**config.mk**
```make
export PLATFORM = sky130hd
export DESIGN_NAME = biquad_bandpass_multichannel_flat
export DESIGN_NICKNAME = d
export VERILOG_FILES = /design/src/rtl/core/bbm_pkg.sv /design/src/rtl/core/bbm_if.sv /design/src/rtl/core/biquad_bandpass_multichannel.sv /design/src/rtl/core/bbm_ram.sv /design/src/rtl/core/bbm_datapath.sv /design/src/flat_wrapper.sv
export SDC_FILE = /design/constraint.sdc
export NUM_CORES = 2
export LEC_CHECK = 0
export ABC_AREA = 1
export BUFFER_PORTS_ARGS = -buffer_cell sky130_fd_sc_hd__buf_2
export CAP_MARGIN = 20
export CORE_MARGIN = 1.5
export CORE_UTILIZATION = 59
export DETAILED_ROUTE_END_ITERATION = 16
export MAX_ROUTING_LAYER = met4
export PLACE_DENSITY = 0.78
export SLEW_MARGIN = 10
export SYNTH_ARGS = -nofsm -noshare
export SYNTH_HDL_FRONTEND = slang
export SYNTH_SLANG_ARGS = --single-unit
```
**constraint.sdc**
```tcl
create_clock -name clock -period 8.5 [get_ports clock]
set_clock_uncertainty 0.2 [all_clocks]
set_input_delay 0.425 -clock clock [delete_from_list [all_inputs] [get_ports clock]]
set_output_delay 0.425 -clock clock [all_outputs]
set_load 0.01 [all_outputs]
```
**src/rtl/core/bbm_pkg.sv**
```systemverilog
// Shared constants and types for the multichannel band-pass biquad.
package bbm_pkg;

   localparam int SAMPLE_W     = 16;
   localparam int CHAN_W       = 3;
   localparam int COEF_W       = 18;
   localparam int STATE_W      = 24;
   localparam int FRAC_W       = 16;
   localparam int DIFF_W       = STATE_W + 1;
   localparam int PROD_W       = COEF_W + DIFF_W;
   localparam int ACC_W        = PROD_W + 1;
   localparam int CHANNELS_DEF = 8;
   localparam int CSR_IDX_W    = 2;

   localparam logic [CSR_IDX_W-1:0] CSR_COEF_B0 = 2'd0;
   localparam logic [CSR_IDX_W-1:0] CSR_COEF_A1 = 2'd1;
   localparam logic [CSR_IDX_W-1:0] CSR_COEF_A2 = 2'd2;

   typedef enum logic [2:0] {
      STEP_HOLD,
      STEP_FB1,
      STEP_FB2,
      STEP_STATE,
      STEP_FF
   } step_type;

   typedef struct packed {
      step_type step;
      logic     state_valid;
   } ctrl_type;

endpackage

```
**src/rtl/core/bbm_if.sv**
```systemverilog
// Request and response channel interfaces.
interface bbm_req_if;
   import bbm_pkg::*;
   logic                       valid;
   logic                       ready;
   logic signed [SAMPLE_W-1:0] sample_in;
   logic        [CHAN_W-1:0]   channel;
   modport source (output valid, sample_in, channel, input ready);
   modport sink (input valid, sample_in, channel, output ready);
endinterface

interface bbm_rsp_if;
   import bbm_pkg::*;
   logic                       valid;
   logic                       ready;
   logic signed [SAMPLE_W-1:0] sample_out;
   logic        [CHAN_W-1:0]   channel_out;
   modport source (output valid, sample_out, channel_out, input ready);
   modport sink (input valid, sample_out, channel_out, output ready);
endinterface

```
**src/rtl/core/biquad_bandpass_multichannel.sv**
```systemverilog
// Top level: multichannel band-pass biquad, direct form II.
// Steps per request: FB1, FB2, STATE, FF, OUT; a channel out of range skips to OUT.
// The shared datapath takes a new request only once the last one has left OUT.
// A response waiting in the output register does not block the next request.
// Reset (synchronous): clears coefficients, sequencer, response valid and state valid flags.
module biquad_bandpass_multichannel #(
   parameter int CHANNELS = bbm_pkg::CHANNELS_DEF
) (
   input  logic                                clock,
   input  logic                                reset,
   bbm_req_if.sink                             req,
   bbm_rsp_if.source                           rsp,
   input  logic                                csr_wr_en,
   input  logic [bbm_pkg::CSR_IDX_W-1:0]       csr_index,
   input  logic [bbm_pkg::COEF_W-1:0]          csr_wdata
);
   import bbm_pkg::*;

   localparam int AW = (CHANNELS > 1) ? $clog2(CHANNELS) : 1;

   typedef enum logic [2:0] {
      S_IDLE,
      S_FB1,
      S_FB2,
      S_STATE,
      S_FF,
      S_OUT
   } state_type;

   state_type                  state_ff;
   logic signed [COEF_W-1:0]   b0_ff, a1_ff, a2_ff;
   logic [CHANNELS-1:0]        valid_ff;
   logic [AW-1:0]              addr_ff, req_addr;
   logic [AW+CHAN_W-1:0]       chan_ext;
   logic [CHAN_W-1:0]          chan_ff;
   logic signed [SAMPLE_W-1:0] x_ff;
   logic                       range_ff, req_range;
   logic                       rsp_valid_ff;
   logic signed [SAMPLE_W-1:0] rsp_sample_ff;
   logic [CHAN_W-1:0]          rsp_chan_ff;
   logic                       accept, rsp_load, ram_wr;
   logic [2*STATE_W-1:0]       ram_rd_data, ram_wr_data;
   logic signed [SAMPLE_W-1:0] result;
   ctrl_type                   ctrl;

   assign req.ready = (state_ff == S_IDLE);
   assign accept    = req.valid && req.ready;
   assign chan_ext  = (AW + CHAN_W)'(req.channel);
   assign req_addr  = chan_ext[AW-1:0];
   assign req_range = int'(req.channel) < CHANNELS;
   assign rsp_load  = (state_ff == S_OUT) && (!rsp_valid_ff || rsp.ready);
   assign ram_wr    = (state_ff == S_FF) && range_ff;

   always_comb begin
      ctrl.state_valid = valid_ff[addr_ff];
      case (state_ff)
         S_FB1:   ctrl.step = STEP_FB1;
         S_FB2:   ctrl.step = STEP_FB2;
         S_STATE: ctrl.step = STEP_STATE;
         S_FF:    ctrl.step = STEP_FF;
         default: ctrl.step = STEP_HOLD;
      endcase
   end

   bbm_ram #(
      .WIDTH (2 * STATE_W),
      .DEPTH (CHANNELS)
   ) u_state_ram (
      .clock   (clock),
      .wr_en   (ram_wr),
      .wr_addr (addr_ff),
      .wr_data (ram_wr_data),
      .rd_en   (accept),
      .rd_addr (req_addr),
      .rd_data (ram_rd_data)
   );

   bbm_datapath u_datapath (
      .clock   (clock),
      .ctrl    (ctrl),
      .coef_b0 (b0_ff),
      .coef_a1 (a1_ff),
      .coef_a2 (a2_ff),
      .sample  (x_ff),
      .rd_data (ram_rd_data),
      .wr_data (ram_wr_data),
      .result  (result)
   );

   always_ff @(posedge clock) begin
      if (reset) begin
         state_ff     <= S_IDLE;
         b0_ff        <= '0;
         a1_ff        <= '0;
         a2_ff        <= '0;
         valid_ff     <= '0;
         rsp_valid_ff <= 1'b0;
      end else begin
         if (csr_wr_en) begin
            case (csr_index)
               CSR_COEF_B0: b0_ff <= csr_wdata;
               CSR_COEF_A1: a1_ff <= csr_wdata;
               CSR_COEF_A2: a2_ff <= csr_wdata;
               default: begin
               end
            endcase
         end
         if (rsp_load) begin
            rsp_valid_ff <= 1'b1;
         end else if (rsp.ready) begin
            rsp_valid_ff <= 1'b0;
         end
         if (ram_wr) begin
            valid_ff[addr_ff] <= 1'b1;
         end
         case (state_ff)
            S_IDLE: begin
               if (accept) begin
                  state_ff <= req_range ? S_FB1 : S_OUT;
               end
            end
            S_FB1:   state_ff <= S_FB2;
            S_FB2:   state_ff <= S_STATE;
            S_STATE: state_ff <= S_FF;
            S_FF:    state_ff <= S_OUT;
            S_OUT: begin
               if (rsp_load) begin
                  state_ff <= S_IDLE;
               end
            end
            default: state_ff <= S_IDLE;
         endcase
      end
      if (accept) begin
         addr_ff  <= req_addr;
         chan_ff  <= req.channel;
         x_ff     <= req.sample_in;
         range_ff <= req_range;
      end
      if (rsp_load) begin
         rsp_sample_ff <= range_ff ? result : '0;
         rsp_chan_ff   <= chan_ff;
      end
   end

   assign rsp.valid       = rsp_valid_ff;
   assign rsp.sample_out  = rsp_sample_ff;
   assign rsp.channel_out = rsp_chan_ff;

   a_one_in_flight: assert property (@(posedge clock) disable iff (reset)
      accept |=> !req.ready)
      else $error("request accepted while an item is in flight");

   a_write_in_range: assert property (@(posedge clock) disable iff (reset)
      ram_wr |-> (int'(chan_ff) < CHANNELS))
      else $error("state write for a channel out of range");

   a_valid_after_write: assert property (@(posedge clock) disable iff (reset)
      ram_wr |=> valid_ff[$past(addr_ff)])
      else $error("state entry not marked valid after write");

   a_zero_out_of_range: assert property (@(posedge clock) disable iff (reset)
      (rsp_load && !range_ff) |=> (rsp.sample_out == '0))
      else $error("nonzero response for channel out of range");

   a_load_sets_valid: assert property (@(posedge clock) disable iff (reset)
      rsp_load |=> rsp.valid && (rsp.channel_out == $past(chan_ff)))
      else $error("response register not loaded");

endmodule

```
**src/rtl/core/bbm_ram.sv**
```systemverilog
// Generic single-port-write, registered-read RAM.
module bbm_ram #(
   parameter int WIDTH = 8,
   parameter int DEPTH = 8,
   localparam int AW = (DEPTH > 1) ? $clog2(DEPTH) : 1
) (
   input  logic             clock,
   input  logic             wr_en,
   input  logic [AW-1:0]    wr_addr,
   input  logic [WIDTH-1:0] wr_data,
   input  logic             rd_en,
   input  logic [AW-1:0]    rd_addr,
   output logic [WIDTH-1:0] rd_data
);

   logic [WIDTH-1:0] mem [DEPTH];
   logic [WIDTH-1:0] rd_data_ff;

   always_ff @(posedge clock) begin
      if (wr_en) begin
         mem[wr_addr] <= wr_data;
      end
      if (rd_en) begin
         rd_data_ff <= mem[rd_addr];
      end
   end

   assign rd_data = rd_data_ff;

endmodule

```
**src/rtl/core/bbm_datapath.sv**
```systemverilog
// Shared multiplier, accumulator and rounding/saturation for the biquad.
module bbm_datapath (
   input  logic                                clock,
   input  bbm_pkg::ctrl_type                   ctrl,
   input  logic signed [bbm_pkg::COEF_W-1:0]   coef_b0,
   input  logic signed [bbm_pkg::COEF_W-1:0]   coef_a1,
   input  logic signed [bbm_pkg::COEF_W-1:0]   coef_a2,
   input  logic signed [bbm_pkg::SAMPLE_W-1:0] sample,
   input  logic [2*bbm_pkg::STATE_W-1:0]       rd_data,
   output logic [2*bbm_pkg::STATE_W-1:0]       wr_data,
   output logic signed [bbm_pkg::SAMPLE_W-1:0] result
);
   import bbm_pkg::*;

   function automatic logic signed [STATE_W-1:0] sat_state(input logic signed [ACC_W-1:0] v);
      logic signed [ACC_W-1:0]        r;
      logic signed [ACC_W-FRAC_W-1:0] s;
      r = v + ACC_W'(1 << (FRAC_W - 1));
      s = (ACC_W-FRAC_W)'(r >>> FRAC_W);
      if (s[ACC_W-FRAC_W-1:STATE_W-1] == '0 || s[ACC_W-FRAC_W-1:STATE_W-1] == '1) begin
         return s[STATE_W-1:0];
      end
      return s[ACC_W-FRAC_W-1] ? {1'b1, {(STATE_W-1){1'b0}}} : {1'b0, {(STATE_W-1){1'b1}}};
   endfunction

   function automatic logic signed [SAMPLE_W-1:0] sat_out(input logic signed [PROD_W-1:0] v);
      logic signed [ACC_W-1:0]        r;
      logic signed [ACC_W-FRAC_W-1:0] s;
      r = ACC_W'(v) + ACC_W'(1 << (FRAC_W - 1));
      s = (ACC_W-FRAC_W)'(r >>> FRAC_W);
      if (s[ACC_W-FRAC_W-1:SAMPLE_W-1] == '0 || s[ACC_W-FRAC_W-1:SAMPLE_W-1] == '1) begin
         return s[SAMPLE_W-1:0];
      end
      return s[ACC_W-FRAC_W-1] ? {1'b1, {(SAMPLE_W-1){1'b0}}} : {1'b0, {(SAMPLE_W-1){1'b1}}};
   endfunction

   logic signed [STATE_W-1:0] w1_ff, w1_in, w2_ff, w2_in, w_ff, w_in;
   logic signed [ACC_W-1:0]   acc_ff, acc_in, acc_next;
   logic signed [PROD_W-1:0]  prod_ff, prod_in;
   logic signed [STATE_W-1:0] w1_src, w2_src;
   logic signed [COEF_W-1:0]  mul_a;
   logic signed [DIFF_W-1:0]  mul_b, diff;

   assign w1_src   = ctrl.state_valid ? rd_data[2*STATE_W-1:STATE_W] : '0;
   assign w2_src   = ctrl.state_valid ? rd_data[STATE_W-1:0] : '0;
   assign diff     = {w_ff[STATE_W-1], w_ff} - {w2_ff[STATE_W-1], w2_ff};
   assign acc_next = acc_ff - {prod_ff[PROD_W-1], prod_ff};

   always_comb begin
      mul_a  = '0;
      mul_b  = '0;
      w1_in  = w1_ff;
      w2_in  = w2_ff;
      w_in   = w_ff;
      acc_in = acc_ff;
      case (ctrl.step)
         STEP_FB1: begin
            mul_a  = coef_a1;
            mul_b  = {w1_src[STATE_W-1], w1_src};
            w1_in  = w1_src;
            w2_in  = w2_src;
            acc_in = {{(ACC_W-SAMPLE_W-FRAC_W){sample[SAMPLE_W-1]}}, sample, {FRAC_W{1'b0}}};
         end
         STEP_FB2: begin
            mul_a  = coef_a2;
            mul_b  = {w2_ff[STATE_W-1], w2_ff};
            acc_in = acc_next;
         end
         STEP_STATE: begin
            w_in = sat_state(acc_next);
         end
         STEP_FF: begin
            mul_a = coef_b0;
            mul_b = diff;
         end
         default: begin
         end
      endcase
      prod_in = PROD_W'(mul_a * mul_b);
      // keep the output product while the response waits
      if (ctrl.step == STEP_HOLD) begin
         prod_in = prod_ff;
      end
   end

   always_ff @(posedge clock) begin
      w1_ff   <= w1_in;
      w2_ff   <= w2_in;
      w_ff    <= w_in;
      acc_ff  <= acc_in;
      prod_ff <= prod_in;
   end

   assign wr_data = {w_ff, w1_ff};
   assign result  = sat_out(prod_ff);

endmodule
```
**src/flat_wrapper.sv**
```systemverilog
// flat-port wrapper written by rule: the top's interface ports become plain ports
module biquad_bandpass_multichannel_flat import bbm_pkg::*;
#(
   parameter int CHANNELS = bbm_pkg::CHANNELS_DEF
)
  (clock, reset, csr_wr_en, csr_index, csr_wdata, req_valid, req_sample_in, req_channel, req_ready, rsp_valid, rsp_sample_out, rsp_channel_out, rsp_ready);
  bbm_req_if req_i ();
  bbm_rsp_if rsp_i ();
  input  logic clock;
  input  logic reset;
  input  logic csr_wr_en;
  input  logic [bbm_pkg::CSR_IDX_W-1:0] csr_index;
  input  logic [bbm_pkg::COEF_W-1:0] csr_wdata;
  input wire logic [$bits(req_i.valid)-1:0] req_valid;
  input wire logic [$bits(req_i.sample_in)-1:0] req_sample_in;
  input wire logic [$bits(req_i.channel)-1:0] req_channel;
  output wire logic [$bits(req_i.ready)-1:0] req_ready;
  output wire logic [$bits(rsp_i.valid)-1:0] rsp_valid;
  output wire logic [$bits(rsp_i.sample_out)-1:0] rsp_sample_out;
  output wire logic [$bits(rsp_i.channel_out)-1:0] rsp_channel_out;
  input wire logic [$bits(rsp_i.ready)-1:0] rsp_ready;
  assign req_i.valid = req_valid;
  assign req_i.sample_in = req_sample_in;
  assign req_i.channel = req_channel;
  assign req_ready = req_i.ready;
  assign rsp_valid = rsp_i.valid;
  assign rsp_sample_out = rsp_i.sample_out;
  assign rsp_channel_out = rsp_i.channel_out;
  assign rsp_i.ready = rsp_ready;
  biquad_bandpass_multichannel #(.CHANNELS(CHANNELS)) u_core (.clock(clock), .reset(reset), .req(req_i), .rsp(rsp_i), .csr_wr_en(csr_wr_en), .csr_index(csr_index), .csr_wdata(csr_wdata));
endmodule
```
**After elaboration in Yosys (flattened, before gate mapping)**

Memory sizes are Yosys's and may differ from the RTL's. A register that Yosys moved wholly into a read port is not among the register bits.
Index checks and enable logic that the tools add are counted.
Widths: inputs -> output; s select.

- Add/subtract/negate cells: 4
- Multipliers: 1
- $lt $le $gt $ge: 2
- Eq/ne operators: 15
- Muxes and demuxes: 25
- Bitwise gates (word level): 1
- Reductions and logical operators: 18

Operator list:

| cell | count |
|---|---|
| $mux 24 | 4 |
| $pmux 44 s2 | 1 |
| $pmux 25 s3 | 1 |
| $pmux 18 s3 | 1 |
| $mux 16 | 3 |
| $add 43x17->44 const B | 1 |
| $add 44x17->44 const B | 1 |
| $sub 44x44->44 | 1 |
| $mul 18x25->43 | 1 |
| $sub 24x24->25 | 1 |
| $pmux 3 s6 | 1 |
| $eq 13x13->1 const B | 1 |
| $logic_not 13->1 | 1 |
| $eq 3x2->1 const B | 4 |
| $pmux 3 s4 | 1 |
| $eq 3x3->1 const B | 3 |
| $mux 1 | 9 |
| $or 8x8->8 | 1 |
| $reduce_and 2->1 | 4 |
| $eq 3x1->1 const B | 2 |
| $logic_not 3->1 | 2 |
| $mux 3 | 2 |
| $eq 5x5->1 const B | 1 |
| $logic_not 5->1 | 1 |
| 13 further kinds | 18 |

- Flip-flop bits (word level): 263
- Bits in writable memories: 384
- Output and inout port bits: 21
- Word-level logic and storage cells: 82
- Memories: 1

Memory list:

| memory | words | width | rd ports | clocked after Yosys merged registers in | wr ports | line | RTL |
|---|---|---|---|---|---|---|---|
| u_core.u_state_ram.mem | 8 | 48 | 1 | 1 | 1 | bbm_ram.sv:16 | `logic [WIDTH-1:0] mem [DEPTH];` |

**Longest topological paths before layout**

- Depth in word-level cells: 7
- Depth in mapped cells: 43

**Modules after synthesis**

A second synthesis with hierarchy kept.

- Cells, all modules: 5941
- Area, all modules: 50921.3 µm²

By module, submodules not included:

| module | instances | cells an instance | area each (µm²) | seq. area each (µm²) |
|---|---|---|---|---|
| bbm_datapath | 1 | 3838 | 29141.7 | 4774.6 |
| bbm_ram | 1 | 1725 | 18151.2 | 12972.4 |
| biquad_bandpass_multichannel | 1 | 378 | 3628.5 | 2462.4 |

**Worst setup path before layout**

No wires, ideal clock.

- Path kind: register -> register
- From: register u_core.state_ff[0]
- To: register u_core.u_datapath.prod_ff[42] (data pin)
- Library setup time: 0.264 ns
- Arrival: 8.548 ns
- Data required time: 8.036 ns
- Path slack: -0.512 ns
- Cell stages (with the launch flop): 29
- Clock period less this slack: 9.012 ns
- Path through: dfxtp_1 > inv_1 > nor3_1 > clkbuf_1 > clkbuf_1 > a21oi_1 > clkbuf_1 > nor2_1 > fa_1 > inv_1 > fa_1 > inv_1 > fa_1 > fa_1 > fa_1 > inv_1 > fa_1 > inv_1 > ha_1 > nand2_1 > nor2_1 > nand2_1 > nor4_1 > nand3_1 > o2111ai_1 > nand3_1 > nand2_1 > a31oi_1 > xor2_1

- Word-level cells in the longest chain between the ends: 5

Ends and longest elaborated chain:

| item | line | RTL |
|---|---|---|
| start, declared | biquad_bandpass_multichannel.sv:30 | `state_type state_ff;` |
| start signal, assigned | biquad_bandpass_multichannel.sv:119 | `state_ff <= req_range ? S_FB1 : S_OUT;` |
| $eq 3x3->1, or another cell as far along | biquad_bandpass_multichannel.sv:56 | `case (state_ff)` |
| $pmux 3 s4 * | biquad_bandpass_multichannel.sv:56 |  |
| $eq 3x3->1, or another cell as far along | bbm_datapath.sv:56 | `case (ctrl.step)` |
| $pmux 18 s3 / $pmux 25 s3 (equally long branches) | bbm_datapath.sv:56 |  |
| $mul 18x25->43 * | bbm_datapath.sv:79 | `prod_in = PROD_W'(mul_a * mul_b);` |
| end signal, assigned | bbm_datapath.sv:91 | `prod_ff <= prod_in;` |
| end, declared | bbm_datapath.sv:39 | `logic signed [PROD_W-1:0] prod_ff, prod_in;` |

Every way passes the cells marked *; elsewhere a longest branch is shown, timed or not.
A chain may end at the register's enable or synchronous reset.

**Worst setup path after layout**

- From: register u_core.u_datapath.w2_ff[0]
- To: register u_core.u_datapath.prod_ff[42] (data pin)

- Word-level cells in the longest chain between the ends: 3

Ends and longest elaborated chain:

| item | line | RTL |
|---|---|---|
| start, declared | bbm_datapath.sv:37 | `logic signed [STATE_W-1:0] w1_ff, w1_in, w2_ff, w2_in, w_ff, w_in;` |
| start signal, assigned | bbm_datapath.sv:88 | `w2_ff <= w2_in;` |
| $sub 24x24->25 | bbm_datapath.sv:46 | `assign diff = {w_ff[STATE_W-1], w_ff} - {w2_ff[STATE_W-1], w2_ff};` |
| $pmux 25 s3 * | bbm_datapath.sv:56 |  |
| $mul 18x25->43 * | bbm_datapath.sv:79 |  |

Marks and branches as above.

==> summary.md <==
| Metric | Value |
|---|---|
| Status | finished clean |
| Most used cell, CP | fa_1 |
| CP max-delay cell | fa_1 |
| Die Height | 290 um |
| Top cells by area, synth | edfxtp_1, fa_1, inv_1 |
| Buffers added on ports | 64 |
| Power Density | between 150 and 200 nW/um^2 |
| Setup-failing EPs final | 0 |
| Kind of critical path | reg -> reg |
| DP Cell Count | about 6500 |
| Worst-Skew Late Latency | between 0.6 and 0.7 ns |
| Num CTS Buffers | 70 |
| Max Cap Viol | 0 |
| Area Overhead vs Synth | 12.7% |
| Cell Count, Final, Fillers Out | around 6700 |
| Cell taking the most area after synthesis | edfxtp_1 |
| Flops & latches, synth | slightly below 700 |
| Worst setup path startpoint | u_core.u_datapath.w2_ff[0] |
| CTS tree | yes |
| Die area | around 84000 um^2 |
| Crit. End Element | register |
| Mapped cell area | roughly 49000 um^2 |
| Static Leakage | ~24 nW |
| # DRC | 0 |
| Vias post-DR | about 38000 |
| Arr. time, crit path | between 8 and 9 ns |
| Pin count of the biggest net entering global routing | 104 |
| Util after Layout | 66.9% |
| Post-synth cell types | 55 |
| Most common cell after layout, fill and taps aside | inv_1 |
| Synth Flop Type | edfxtp_1 |
| Core area | a little over 80000 um^2 |
| Post-synth EDFFs | 629 |
| Routability Congestion | roughly 1.0 |
| CTS sink count | 695 |
| Vias per std cell | approximately 5.7 |
| # nets final | slightly above 6000 |
| Peak Freq | 121 MHz |
| HP Class | in -> reg |
| Crit path max fanout | 6 |
| Mean area per synthesized cell | 9.16 um^2 |
| Crit path required time | roughly 8.7 ns |
| Hold path startpoint | reset |
| Starting Density | 59.4% |
| Post-route minimum period | between 8 and 9 ns |
| CTS H-Tree Depth | 3 |
| Avg WL per Cell | approximately 21 um |
| Ports | 65 |
| Share of cells above drive strength 1 | ~11% |
| First-pass GRT wire length | around 220000 um |
| Asr flop ratio synth | 0% |
| Fin. Hold Viols | 0 |
| RR Startpoint | u_core.u_datapath.w2_ff[0] |
| Max stage delay on crit path | ~0.54 ns |
| Worst-path clk slew | roughly 0.07 ns |
| Rel. slew slack | a little over 30% |
| Total power | ~10 mW |
| Clk buf depth | 3 |
| First-pass DRT Iterations | 6 |
| Post-detailed-route count of antenna-violating nets | 0 |
| Syn_nets | 5969 |
| Syn Inst Count | 5306 |
| Die width | roughly 290 um |
| Initial DRC count | 4072 |
| RSZ-0062 raised after global routing | yes |
| Seq/Total Area, Yosys | 41.6% |
| CP startpoint kind | register |
| Vias in the first global route | between 30000 and 40000 |
| Max IR drop VDD | ~180 uV |
| Max-slew violation count | 0 |
| Worst slew pin tran | roughly 1.0 ns |
| Final period utilization | 97.2% |
| Row cnt | ~110 |
| Yosys warns | 0 |
| Synth top area share | between 30% and 40% |
| Initial antenna violation count | 0 |
| All-Layer GR Usage | about a third |
| Root Buffer | clkbuf_16 |
| DP HPWL | 105000 um |
| Grt ovf | 0 |
| Total wire length | 143000 um |
| Most frequent cells in the layout | inv_1, nand2_1, nor2_1 |
power breakdown:
part,internal (mW),switching [mW]
clock network,1.77,1.39
logic,0.758,1.91
registers,3.98,0.108
total,6.51,3.40
cell type report:
cell class	count	area [um^2]
inverters	977	3680
flip-flops and latches	695	20200
diodes	2	5.00
multi-input cells	3457	24300
clock buffers	89	1860
well taps	1070	1340
repair buffers	371	2870
fillers	6267	27100
clock inverters	38	489
synth_stat cells, drive strengths merged, types with 62 or more instances:
master / instances
edfxtp: 629
clkbuf: 152
a31oi: 62
nor2: 841
a21oi: 177
inv: 966
xor2: 69
fa: 443
o21ai: 356
ha: 176
dfxtp: 66
nand2: 1002
nand3: 106
flip-flops by register name, summed over array words and instances, names as in the netlist, 24 cells and up:
signal and cells:
u_core.u_state_ram.mem 384, u_core.u_datapath.w_ff 24, u_core.u_datapath.w2_ff 24, u_core.u_datapath.acc_ff 44, u_core.u_datapath.prod_ff 43, u_core.u_state_ram.rd_data 48
u_core.u_datapath.w1_ff 24
layer usage:
metal	track usage [%]	wire length (um)	up-vias
li1	-	-	17400
met1	44.3	54900	18700
met2	55.5	68200	1926
met3	5.98	13500	382
met4	14.3	6170	0
met5	-	0	-
timing repair:
| action | 4_1_cts | 5_1_grt |
|---|---|---|
| gates resized for setup | 6 | 79 |
| endpoints found under the setup margin | 6 | 22 |
| pin swaps | 0 | 25 |
| gates cloned | 0 | 0 |
| endpoints found under the hold margin | 73 | 0 |
| buffers inserted | 1 | 27 |
| hold buffers | 37 | 0 |
through the flow:
stage	TNS, ns	setup slack [ns]	instance area (um^2)	hold slack (ns)
after CTS	0	0.00881	54300	0.00942
after global routing	-0.260	-0.0780	54800	0.0328
final	0	0.239	54800	0.0436
after global placement	0	0.0267	51500	0.233
after floorplan	0	0.333	48600	0.221
after detailed placement	-0.298	-0.143	51600	0.240
cell families (layout without fill, tap and decap cells):
| logic type | count (synthesis) | count (layout) | share of synthesized area (%) |
|---|---|---|---|
| other cells | 0 | 2 | 0 |
| fa+ha+maj | 619 | 619 | 22.8 |
| xor+xnor | 93 | 93 | 1.68 |
| buf+inv | 1154 | 1475 | 9.02 |
| compound gates | 686 | 686 | 7.60 |
| simple gates | 2059 | 2059 | 17.3 |
| flops | 695 | 695 | 41.6 |
worst max-delay path, delay by kind of cell, from the launching register on:
| kind | cells | cell delay (ns) |
|---|---|---|
| compound gates | 9 | 1.33 |
| xor+xnor | 1 | 0.15 |
| fa+ha+maj | 9 | 3.92 |
| buf+inv | 10 | 0.93 |
| flops | 1 | 0.41 |
| simple gates | 9 | 1.06 |
final timing paths:
path                                   endpoint  slack, ns  cells after the start
setup / recovery  u_core.u_datapath.prod_ff[42]       0.24                     38
hold / removal               u_core.valid_ff[6]       0.04                      2
setup reg to reg  u_core.u_datapath.prod_ff[42]       0.24                     38
hold reg to reg                u_core.a2_ff[11]       0.24                      2
Note: power is estimated with default switching activity, not from simulation.
